`src/rtl/rrs_pkg.sv`:
```
// ----------------------------------------------------------------------------
// RTT running statistics package
// Shared constants, request structs and the sequencer state type.
// ----------------------------------------------------------------------------
`default_nettype none

package rrs_pkg;

  // Field widths
  localparam int unsigned RttWidth      = 26;
  localparam int unsigned LenWidth      = 16;
  localparam int unsigned HdrWidth      = 4;
  localparam int unsigned MeanOutWidth  = 34;
  localparam int unsigned VarWidth      = 48;
  localparam int unsigned TotalWidth    = 16;

  // Defaults and fixed settings
  localparam int unsigned CountWidth     = 16;
  localparam int unsigned TimestampBytes = 16;
  localparam int unsigned MeanFracBits   = 8;
  localparam int unsigned IcmpHdrBytes   = 8;

  // Payload length check is done on an 18-bit unsigned compare
  localparam int unsigned LenCmpWidth = LenWidth + 2;

  // Fixed-point mean and deviations
  localparam int unsigned MeanWidth = RttWidth + MeanFracBits;

  // Divider: 64-bit dividend, one quotient bit per cycle
  localparam int unsigned DivWidth    = 64;
  localparam int unsigned DivCntWidth = $clog2(DivWidth + 1);

  // Multiplier: four half-by-half partial products
  localparam int unsigned MulHalf      = (MeanWidth + 1) / 2;
  localparam int unsigned MulPadWidth  = 2 * MulHalf;
  localparam int unsigned MulProdWidth = 4 * MulHalf;
  localparam int unsigned MulPhWidth   = 3;

  typedef struct packed {
    logic                   start;
    logic [DivWidth-1:0]    dividend;
    logic [DivCntWidth-1:0] iters;
  } div_req_t;

  typedef struct packed {
    logic                 start;
    logic [MeanWidth-1:0] a;
    logic [MeanWidth-1:0] b;
  } mul_req_t;

  typedef enum logic [3:0] {
    S_IDLE,
    S_PREP,
    S_DIVM_GO,
    S_DIVM_WAIT,
    S_MEAN,
    S_DNEW,
    S_MUL_GO,
    S_MUL_WAIT,
    S_ACC,
    S_DIVV_GO,
    S_DIVV_WAIT,
    S_VAR,
    S_RESULT
  } rrs_state_e;

endpackage

`default_nettype wire

```
`src/rtl/rrs_divider.sv`:
```
// ----------------------------------------------------------------------------
// RTT statistics divider
// Restoring divider, one quotient bit per cycle, dividend pre-aligned to the
// top of the shift register so a short dividend needs fewer steps.
// ----------------------------------------------------------------------------
`default_nettype none

module rrs_divider #(
  parameter int unsigned COUNT_WIDTH = rrs_pkg::CountWidth
) (
  input  logic                          clk_i,
  input  logic                          rst_ni,
  input  rrs_pkg::div_req_t             req_i,
  input  logic [COUNT_WIDTH-1:0]        divisor_i,
  output logic                          done_o,
  output logic [rrs_pkg::DivWidth-1:0]  quotient_o
);
  import rrs_pkg::*;

  logic                   busy_q, busy_d;
  logic                   done_q, done_d;
  logic [DivCntWidth-1:0] cnt_q, cnt_d;
  logic [DivWidth-1:0]    num_q;
  logic [COUNT_WIDTH-1:0] rem_q;
  logic [COUNT_WIDTH-1:0] den_q;

  logic [COUNT_WIDTH:0]   rem_ext;
  logic [COUNT_WIDTH:0]   diff;
  logic                   ge;

  assign rem_ext = {rem_q, num_q[DivWidth-1]};
  assign diff    = rem_ext - {1'b0, den_q};
  assign ge      = rem_ext >= {1'b0, den_q};

  always_comb begin
    busy_d = busy_q;
    done_d = 1'b0;
    cnt_d  = cnt_q;
    if (req_i.start) begin
      busy_d = 1'b1;
      cnt_d  = req_i.iters;
    end else if (busy_q) begin
      cnt_d = cnt_q - DivCntWidth'(1);
      if (cnt_q == DivCntWidth'(1)) begin
        busy_d = 1'b0;
        done_d = 1'b1;
      end
    end
  end

  always_ff @(posedge clk_i or negedge rst_ni) begin
    if (!rst_ni) begin
      busy_q <= 1'b0;
      done_q <= 1'b0;
      cnt_q  <= '0;
    end else begin
      busy_q <= busy_d;
      done_q <= done_d;
      cnt_q  <= cnt_d;
    end
  end

  // shift one dividend bit into the remainder per cycle
  always_ff @(posedge clk_i) begin
    if (req_i.start) begin
      num_q <= req_i.dividend;
      rem_q <= '0;
      den_q <= divisor_i;
    end else if (busy_q) begin
      num_q <= {num_q[DivWidth-2:0], ge};
      rem_q <= ge ? diff[COUNT_WIDTH-1:0] : rem_ext[COUNT_WIDTH-1:0];
    end
  end

  assign done_o     = done_q;
  assign quotient_o = num_q;

endmodule

`default_nettype wire

```
`src/rtl/rrs_multiplier.sv`:
```
// ----------------------------------------------------------------------------
// RTT statistics multiplier
// Multi-cycle product of two deviations from four registered half-width
// partial products, accumulated one per cycle.
// ----------------------------------------------------------------------------
`default_nettype none

module rrs_multiplier (
  input  logic                              clk_i,
  input  logic                              rst_ni,
  input  rrs_pkg::mul_req_t                 req_i,
  output logic                              done_o,
  output logic [rrs_pkg::MulProdWidth-1:0]  product_o
);
  import rrs_pkg::*;

  localparam logic [MulPhWidth-1:0] MulSteps = MulPhWidth'(4);

  logic                    busy_q;
  logic                    done_q;
  logic                    pv_q;
  logic [MulPhWidth-1:0]   ph_q;
  logic [MulPadWidth-1:0]  a_q, b_q;
  logic [MulPadWidth-1:0]  pp_q;
  logic [1:0]              psh_q;
  logic [MulProdWidth-1:0] acc_q;

  logic [MulHalf-1:0]      a_part, b_part;
  logic [MulPadWidth-1:0]  pp_d;
  logic [MulProdWidth-1:0] pp_shifted;

  assign a_part = ph_q[0] ? a_q[MulPadWidth-1:MulHalf] : a_q[MulHalf-1:0];
  assign b_part = ph_q[1] ? b_q[MulPadWidth-1:MulHalf] : b_q[MulHalf-1:0];
  assign pp_d   = MulPadWidth'(a_part) * MulPadWidth'(b_part);

  always_comb begin
    case (psh_q)
      2'd0:    pp_shifted = MulProdWidth'(pp_q);
      2'd1:    pp_shifted = MulProdWidth'(pp_q) << MulHalf;
      default: pp_shifted = MulProdWidth'(pp_q) << (2 * MulHalf);
    endcase
  end

  always_ff @(posedge clk_i or negedge rst_ni) begin
    if (!rst_ni) begin
      busy_q <= 1'b0;
      done_q <= 1'b0;
      pv_q   <= 1'b0;
      ph_q   <= '0;
    end else begin
      done_q <= 1'b0;
      if (req_i.start) begin
        busy_q <= 1'b1;
        pv_q   <= 1'b0;
        ph_q   <= '0;
      end else if (busy_q) begin
        pv_q <= (ph_q != MulSteps);
        ph_q <= ph_q + MulPhWidth'(1);
        if (ph_q == MulSteps) begin
          busy_q <= 1'b0;
          done_q <= 1'b1;
        end
      end
    end
  end

  // register each partial product, add it in the cycle after
  always_ff @(posedge clk_i) begin
    if (req_i.start) begin
      a_q   <= MulPadWidth'(req_i.a);
      b_q   <= MulPadWidth'(req_i.b);
      acc_q <= '0;
    end else if (busy_q) begin
      if (ph_q != MulSteps) begin
        pp_q  <= pp_d;
        psh_q <= 2'(ph_q[0]) + 2'(ph_q[1]);
      end
      if (pv_q) begin
        acc_q <= acc_q + pp_shifted;
      end
    end
  end

  assign done_o    = done_q;
  assign product_o = acc_q;

endmodule

`default_nettype wire

```
`src/rtl/rtt_running_statistics.sv`:
```
// ----------------------------------------------------------------------------
// RTT running statistics (Welford running mean and variance)
// Sequencing: a duplicate or untimed reply goes from its accepting edge
// straight to the result state; a timed reply first runs the bit-serial mean
// divide, the multiply and the bit-serial variance divide.
// Flow: no new reply is taken while one is in work, and a stalled result word
// holds the next one.
// Reset: asynchronous, active low; clears all statistics and the sequencer.
// ----------------------------------------------------------------------------
`default_nettype none

module rtt_running_statistics #(
  parameter int unsigned COUNT_WIDTH = rrs_pkg::CountWidth
) (
  input  logic                               clk_i,
  input  logic                               rst_ni,

  input  logic                               in_valid_i,
  output logic                               in_ready_o,
  input  logic [rrs_pkg::LenWidth-1:0]       total_length_i,
  input  logic [rrs_pkg::HdrWidth-1:0]       header_words_i,
  input  logic [rrs_pkg::RttWidth-1:0]       rtt_us_i,
  input  logic                               duplicate_i,

  output logic                               out_valid_o,
  input  logic                               out_ready_i,
  output logic                               timed_o,
  output logic [rrs_pkg::RttWidth-1:0]       rtt_out_o,
  output logic [rrs_pkg::RttWidth-1:0]       min_rtt_o,
  output logic [rrs_pkg::RttWidth-1:0]       max_rtt_o,
  output logic [rrs_pkg::MeanOutWidth-1:0]   mean_rtt_o,
  output logic [rrs_pkg::VarWidth-1:0]       variance_rtt_o,
  output logic [rrs_pkg::TotalWidth-1:0]     reply_total_o,
  output logic                               was_duplicate_o
);
  import rrs_pkg::*;

  // --------------------------------------------------------------------------
  // Sequencer state and statistics registers
  // --------------------------------------------------------------------------
  rrs_state_e state_q, state_d;

  logic [COUNT_WIDTH-1:0] count_q, count_d;
  logic [RttWidth-1:0]    min_q, max_q;
  logic [MeanWidth-1:0]   mean_q;
  logic [DivWidth-1:0]    ss_q;
  logic [VarWidth-1:0]    var_q;

  // Per-word working registers (no reset)
  logic [RttWidth-1:0]    x_q;
  logic                   dup_q;
  logic                   timed_q;
  logic                   up_q;
  logic [MeanWidth-1:0]   dold_q;
  logic [MeanWidth-1:0]   dnew_q;

  // Result register
  logic                   out_valid_q;
  logic                   res_timed_q;
  logic [RttWidth-1:0]    res_rtt_q;
  logic [RttWidth-1:0]    res_min_q;
  logic [RttWidth-1:0]    res_max_q;
  logic [MeanOutWidth-1:0] res_mean_q;
  logic [VarWidth-1:0]    res_var_q;
  logic [TotalWidth-1:0]  res_total_q;
  logic                   res_dup_q;

  // --------------------------------------------------------------------------
  // Shared units
  // --------------------------------------------------------------------------
  div_req_t                 div_req;
  logic                     div_done;
  logic [DivWidth-1:0]      div_quot;
  mul_req_t                 mul_req;
  logic                     mul_done;
  logic [MulProdWidth-1:0]  mul_prod;

  rrs_divider #(
    .COUNT_WIDTH (COUNT_WIDTH)
  ) u_divider (
    .clk_i      (clk_i),
    .rst_ni     (rst_ni),
    .req_i      (div_req),
    .divisor_i  (count_q),
    .done_o     (div_done),
    .quotient_o (div_quot)
  );

  rrs_multiplier u_multiplier (
    .clk_i     (clk_i),
    .rst_ni    (rst_ni),
    .req_i     (mul_req),
    .done_o    (mul_done),
    .product_o (mul_prod)
  );

  // --------------------------------------------------------------------------
  // Input decode
  // --------------------------------------------------------------------------
  logic                    in_acc;
  logic                    len_ok;
  logic                    timed_w;
  logic                    res_load;
  logic [MeanWidth-1:0]    xf;
  logic [MeanWidth-1:0]    quot_mean;
  logic [DivWidth-1:0]     prod_sh;
  logic [DivWidth:0]       ss_sum;

  assign in_acc = in_valid_i && in_ready_o;

  // payload must exceed the timestamp: total - 4*ihl - 8 > TIMESTAMP_BYTES
  assign len_ok = LenCmpWidth'(total_length_i) >
                  (LenCmpWidth'({header_words_i, 2'b00}) +
                   LenCmpWidth'(IcmpHdrBytes + TimestampBytes));
  assign timed_w = !duplicate_i && len_ok;

  // hold the finished word until the output register is free
  assign res_load = (state_q == S_RESULT) && (!out_valid_q || out_ready_i);

  assign xf        = MeanWidth'(x_q) << MeanFracBits;
  assign quot_mean = div_quot[MeanWidth-1:0];
  assign prod_sh   = DivWidth'(mul_prod >> (2 * MeanFracBits));
  assign ss_sum    = {1'b0, ss_q} + {1'b0, prod_sh};

  // count advances on every non-duplicate word, sticks at all ones
  always_comb begin
    count_d = count_q;
    if (in_acc && !duplicate_i && !(&count_q)) begin
      count_d = count_q + COUNT_WIDTH'(1);
    end
  end

  // --------------------------------------------------------------------------
  // Next state
  // --------------------------------------------------------------------------
  always_comb begin
    state_d = state_q;
    case (state_q)
      S_IDLE: begin
        if (in_valid_i) begin
          state_d = timed_w ? S_PREP : S_RESULT;
        end
      end
      S_PREP:      state_d = S_DIVM_GO;
      S_DIVM_GO:   state_d = S_DIVM_WAIT;
      S_DIVM_WAIT: begin
        if (div_done) begin
          state_d = S_MEAN;
        end
      end
      S_MEAN:      state_d = S_DNEW;
      S_DNEW:      state_d = S_MUL_GO;
      S_MUL_GO:    state_d = S_MUL_WAIT;
      S_MUL_WAIT: begin
        if (mul_done) begin
          state_d = S_ACC;
        end
      end
      S_ACC:       state_d = S_DIVV_GO;
      S_DIVV_GO:   state_d = S_DIVV_WAIT;
      S_DIVV_WAIT: begin
        if (div_done) begin
          state_d = S_VAR;
        end
      end
      S_VAR:       state_d = S_RESULT;
      S_RESULT: begin
        if (res_load) begin
          state_d = S_IDLE;
        end
      end
      default:     state_d = S_IDLE;
    endcase
  end

  // --------------------------------------------------------------------------
  // Sequencer outputs: handshake and unit requests
  // --------------------------------------------------------------------------
  always_comb begin
    in_ready_o       = 1'b0;
    div_req.start    = 1'b0;
    div_req.dividend = DivWidth'(dold_q) << (DivWidth - MeanWidth);
    div_req.iters    = DivCntWidth'(MeanWidth);
    mul_req.start    = 1'b0;
    mul_req.a        = dold_q;
    mul_req.b        = dnew_q;
    case (state_q)
      S_IDLE:    in_ready_o = 1'b1;
      // mean step: |X - mean| / n, dividend aligned to the top
      S_DIVM_GO: div_req.start = 1'b1;
      S_MUL_GO:  mul_req.start = 1'b1;
      // variance: squares_sum / n over all 64 bits
      S_DIVV_GO: begin
        div_req.start    = 1'b1;
        div_req.dividend = ss_q;
        div_req.iters    = DivCntWidth'(DivWidth);
      end
      default: ;
    endcase
  end

  always_ff @(posedge clk_i or negedge rst_ni) begin
    if (!rst_ni) begin
      state_q <= S_IDLE;
    end else begin
      state_q <= state_d;
    end
  end

  // --------------------------------------------------------------------------
  // Statistics registers
  // --------------------------------------------------------------------------
  always_ff @(posedge clk_i or negedge rst_ni) begin
    if (!rst_ni) begin
      count_q <= '0;
      min_q   <= '0;
      max_q   <= '0;
      mean_q  <= '0;
      ss_q    <= '0;
      var_q   <= '0;
    end else begin
      count_q <= count_d;
      // min and max move at accept of a timed reply; it sets min when it is the first non-duplicate reply
      if (in_acc && timed_w) begin
        if (rtt_us_i > max_q) begin
          max_q <= rtt_us_i;
        end
        if ((rtt_us_i < min_q) || (count_d == COUNT_WIDTH'(1))) begin
          min_q <= rtt_us_i;
        end
      end
      // Welford step, truncating the step toward the old mean
      if (state_q == S_MEAN) begin
        mean_q <= up_q ? (mean_q + quot_mean) : (mean_q - quot_mean);
      end
      // saturate the sum of squared deviations
      if (state_q == S_ACC) begin
        ss_q <= ss_sum[DivWidth] ? '1 : ss_sum[DivWidth-1:0];
      end
      if (state_q == S_VAR) begin
        var_q <= (|div_quot[DivWidth-1:VarWidth]) ? '1 : div_quot[VarWidth-1:0];
      end
    end
  end

  // --------------------------------------------------------------------------
  // Working registers
  // --------------------------------------------------------------------------
  always_ff @(posedge clk_i) begin
    if (in_acc) begin
      x_q     <= rtt_us_i;
      dup_q   <= duplicate_i;
      timed_q <= timed_w;
    end
    if (state_q == S_PREP) begin
      up_q   <= xf >= mean_q;
      dold_q <= (xf >= mean_q) ? (xf - mean_q) : (mean_q - xf);
    end
    if (state_q == S_DNEW) begin
      dnew_q <= up_q ? (xf - mean_q) : (mean_q - xf);
    end
  end

  // --------------------------------------------------------------------------
  // Output register
  // --------------------------------------------------------------------------
  always_ff @(posedge clk_i or negedge rst_ni) begin
    if (!rst_ni) begin
      out_valid_q <= 1'b0;
    end else if (res_load) begin
      out_valid_q <= 1'b1;
    end else if (out_ready_i) begin
      out_valid_q <= 1'b0;
    end
  end

  always_ff @(posedge clk_i) begin
    if (res_load) begin
      res_timed_q <= timed_q;
      res_rtt_q   <= timed_q ? x_q : '0;
      res_min_q   <= min_q;
      res_max_q   <= max_q;
      res_mean_q  <= MeanOutWidth'(mean_q);
      res_var_q   <= var_q;
      res_total_q <= TotalWidth'(count_q);
      res_dup_q   <= dup_q;
    end
  end

  assign out_valid_o     = out_valid_q;
  assign timed_o         = res_timed_q;
  assign rtt_out_o       = res_rtt_q;
  assign min_rtt_o       = res_min_q;
  assign max_rtt_o       = res_max_q;
  assign mean_rtt_o      = res_mean_q;
  assign variance_rtt_o  = res_var_q;
  assign reply_total_o   = res_total_q;
  assign was_duplicate_o = res_dup_q;

  // --------------------------------------------------------------------------
  // Assertions
  // --------------------------------------------------------------------------
`ifndef ASSERT_OFF
  a_min_le_max: assert property (@(posedge clk_i) disable iff (!rst_ni)
    min_q <= max_q)
    else $error("min above max");

  a_mean_in_range: assert property (@(posedge clk_i) disable iff (!rst_ni)
    (state_q == S_IDLE) |-> (mean_q <= (MeanWidth'(max_q) << MeanFracBits)))
    else $error("mean above max");

  a_div_done_wait: assert property (@(posedge clk_i) disable iff (!rst_ni)
    div_done |-> ((state_q == S_DIVM_WAIT) || (state_q == S_DIVV_WAIT)))
    else $error("divider done outside a wait state");

  a_result_from_seq: assert property (@(posedge clk_i) disable iff (!rst_ni)
    $rose(out_valid_o) |-> ($past(state_q) == S_RESULT))
    else $error("result word without sequencer result state");
`endif

endmodule

`default_nettype wire
```
`config.mk`:
```
export PLATFORM = sky130hd
export DESIGN_NAME = rtt_running_statistics
export DESIGN_NICKNAME = d
export VERILOG_FILES = /design/src/rtl/rrs_pkg.sv /design/src/rtl/rrs_divider.sv /design/src/rtl/rrs_multiplier.sv /design/src/rtl/rtt_running_statistics.sv
export SDC_FILE = /design/constraint.sdc
export NUM_CORES = 2
export LEC_CHECK = 0
export ABC_AREA = 1
export BUFFER_PORTS_ARGS = -buffer_cell sky130_fd_sc_hd__buf_2
export CAP_MARGIN = 20
export CORE_MARGIN = 2
export CORE_UTILIZATION = 35
export CTS_CLUSTER_DIAMETER = 40
export DETAILED_ROUTE_END_ITERATION = 10
export REMOVE_ABC_BUFFERS = 1
export SYNTH_ARGS = -nofsm -noshare
export SYNTH_HDL_FRONTEND = slang
export SYNTH_HIERARCHICAL = 1
export SYNTH_SLANG_ARGS = --single-unit
```
`constraint.sdc`:
```
create_clock -name clk_i -period 26.9 [get_ports clk_i]
set_input_delay 2.69 -clock clk_i [delete_from_list [all_inputs] [get_ports clk_i]]
set_output_delay 2.69 -clock clk_i [all_outputs]
set_load 0.02 [all_outputs]
```
==> impl_results.md <==
* Vias in the first global route at approximately 50000
* Via/cell ratio at approximately 5.0
* RSZ-0062 raised after global routing: false
* Worst hold slack at a little over 0.4 ns
* Hold_sp: dnew_q[23]
* Reg2reg path depth at 24
* DPL Wire Length at roughly 170000 um
* Worst min-delay path category: reg2reg
* GR Overflow Total at 0
* Synth top area cells: edfxtp_1 24%, nand2_1 13%, dfrtp_1 10%, ha_1 8.3%, inv_1 8.2%
* Fill cell count at approximately 17000
* Worst stage delay on the critical path at about 0.91 ns
* Mapped cell area at ~0.06 mm2
* Port bufs at 230
* Resized cells post-CTS at 0
* Area grow syn2layout at 14.7%
* Seq/Total Area, Yosys at a little over a third
* DRC Markers at 0
* DRT Wirelength at ~210000 um
* Final setup viols at 0
* Largest net degree at the start of global routing at a little over 90
* GRT met3 Usage at 4.58%
* CTS Hold Bufs at 0
* Tcrit/Tclk final at between 20% and 30%
* Skew-Pair Late Insertion Delay at 0.80 ns
* Fin crit period at 7.75 ns
* Setup TNS at 0 ns
* Worst r2r src: u_multiplier/ph_q[1]
* Syn Area/Cell at 7.65 um2
* Hold Path End: u_multiplier/b_q[23]
* H-tree depth at 4
* Maxcap violations at 0
* Iteration-0 DRC count of the detailed router at approximately 4500
* EDFF count, synth at roughly 460
* TritonCTS Sinks at a little under 800
* Distinct cells, synth at 61
* Critical path class: reg2reg
* Worst hold stages at 0
* Busiest grt layer: met2
* CP max stage cell: dfrtp_1
* Crit start category: register
* Routed length per instance at between 20 and 25 um
* Ant diodes at 0
* Area leader, netlist: edfxtp_1
* Site Rows at 150
* GR Layer Usage met1 at about a third
* Clock buffer depth at 3
* DRT Pass-1 Iters at 8
* Gr usage total at between 20 and 25%
* First-pass GRT wire length at 311000 um
* Post-CTS Setup Inserts at 0
* Most frequent cells in the layout: 1992 x nand2_1, 1278 x inv_1, 880 x nor2_1, 459 x edfxtp_1, 390 x ha_1
* Die Y at 413 um
* Synthesized flop and latch total at 777
* Clk root buf: clkbuf_16
* Final-report hold violation count at 0
* Top-area cell type share of the netlist area at roughly a quarter
* Critical Path Sink Type: register
* DRT antenna net count at 0
* Starting density of the core at a little over a third
* GR Layer Usage met2 at about 39%
* Slew Limit Fails at 0
* Core Region at 0.167 mm2
* Slew Limit Headroom at ~27%
* Post-synth top flop: edfxtp_1
* Skew final at between 0.06 and 0.07 ns
* Asr flop ratio synth at between 30% and 40%
* CTS tree: yes
* Clock slew at reported path FFs at 0.06 ns
* Nets@finish at between 8000 and 9000
* Outcome: complete, no violations
* WP data required at ~27 ns
* Global placement routability congestion at 0.977
* Flop-to-flop setup slack at 19.15 ns
* Initial antenna violation count at 2
* Post-Syn Instances at ~7700
* IO Pins at between 200 and 250
* Routed via count at 51400
* Number of buffers created by CTS at 145
* Commonest non-fill, non-tap cell in the layout: nand2_1
* Worst EP arrival at 8.26 ns
* Slew @ Worst Pin at 1.09 ns
* Crit path from: u_multiplier/ph_q[1]
* Fmax at between 0.1 and 0.15 GHz
* Reg2reg end: u_multiplier/pp_q[30]
* Die W at approximately 410 um
* Crit-path cells: inv_1 -> or2_2 -> o21ai_1 -> inv_1 -> nand2_1 -> fa_1 -> fa_1 -> fa_1 -> inv_1 -> fa_1 -> fa_1 -> inv_1 -> fa_1 -> inv_1 -> ha_1 -> nand2_1 -> nor2_1 -> inv_1 -> nor3_1 -> nand3_1 -> nand3_1 -> nand2_1 -> nand3_1 -> xor2_1
* YS warnings at 6
* Largest fanout on the critical path at 20
* Share of layout cells above drive strength 1 at under 10%
* Die Area at 0.171 mm2
worst max-delay path: cells and delay by family, from the launching register on:
kind	cells	cell delay [ns]
AO/OA/AOI/OAI	1	0.33
XOR/XNOR	1	0.06
adder cells (fa/ha/maj)	7	3.42
buffers and inverters	6	1.11
flip-flops	1	0.91
AND/OR/NAND/NOR	9	1.64
cell usage after synthesis (36+ instances only):
library cell and number:
nand2_1 1992, inv_1 1280, nor2_1 891, edfxtp_1 459, ha_1 390, o21ai_0 381
nand3_1 372, a21oi_1 342, dfrtp_1 234, fa_1 229, xor2_1 152, clkbuf_1 113
dfxtp_1 84, nand4_1 67, nor3_1 55, xnor2_1 52, nand3b_1 48, inv_2 45
or2_2 41, nand2_2 40, buf_2 39, nor2_2 38, o21bai_1 37, o22ai_1 36
cell families (layout without fill, tap and decap cells):
logic type,after synthesis,count (layout),synth area share [%]
adder cells (fa/ha/maj),619,619,16.2
flip-flops,777,777,36.4
AO/OA/AOI/OAI,932,932,8.71
XOR/XNOR,204,204,3.05
other,1,4,0.00640
AND/OR/NAND/NOR,3618,3618,25.8
buffers and inverters,1507,1882,9.86
how the worst max path moves through the flow:
stage                                  to  slack (ns)  cells after the start
global placement    u_multiplier/pp_q[30]       19.37                     24
detailed placement  u_multiplier/pp_q[30]       19.23                     24
finish              u_multiplier/pp_q[30]       19.15                     24
global route        u_multiplier/pp_q[32]       18.67                     24
floorplan                    max_rtt_o[0]       16.10                      2
CTS                 u_multiplier/pp_q[30]       19.22                     24
layer usage:
layer	up-vias	part of all wire, %
li1	24900	-
met1	24500	44
met2	1772	45
met3	311	7.1
met4	2	3.1
met5	-	0.0062
flip-flops by register name, indices dropped and copies added (netlist names), 4 cells and up:
name                    flops
variance_rtt_o             48
mean_rtt_o                 34
max_rtt_o                  26
u_divider/quotient_o       64
reply_total_o              16
u_divider/rem_q            16
var_q                      48
u_multiplier/a_q           34
x_q                        26
u_divider/cnt_q             7
ss_q                       64
min_q                      26
dold_q                     34
count_q                    16
u_divider/den_q            16
u_multiplier/b_q           34
state_q                     4
rtt_out_o                  26
u_multiplier/pp_q          34
mean_q                     34
u_multiplier/product_o     68
dnew_q                     34
min_rtt_o                  26
max_q                      26
stage by stage:
| step | instances | utilization, % | area (um2) | setup WS [ns] |
|---|---|---|---|---|
| 6_report | 10200 | 40.3 | 67200 | 19.15 |
| 5_1_grt | 10200 | 40.3 | 67200 | 18.67 |
| 4_1_cts | 10200 | 40.3 | 67100 | 19.22 |
| 3_5_place_dp | 9965 | 37.3 | 62100 | 19.23 |
| 3_3_place_gp | 9965 | 37.3 | 62100 | 19.37 |
| 2_1_floorplan | 7485 | - | 57800 | 16.10 |
final cells by class:
type	count	area (um2)	share of cell area (%)
Timing Repair Buffer	281	1590	2.37
Multi-Input combinational cell	5377	31600	47.0
Clock inverter	94	1110	1.65
Clock buffer	176	3880	5.77
Sequential cell	777	21300	31.7
Tap cell	2204	2760	4.10
Inverter	1331	5000	7.43
Power is not shown: default switching activity piles up to over one toggle a cycle in this logic, so the estimate is an artifact.
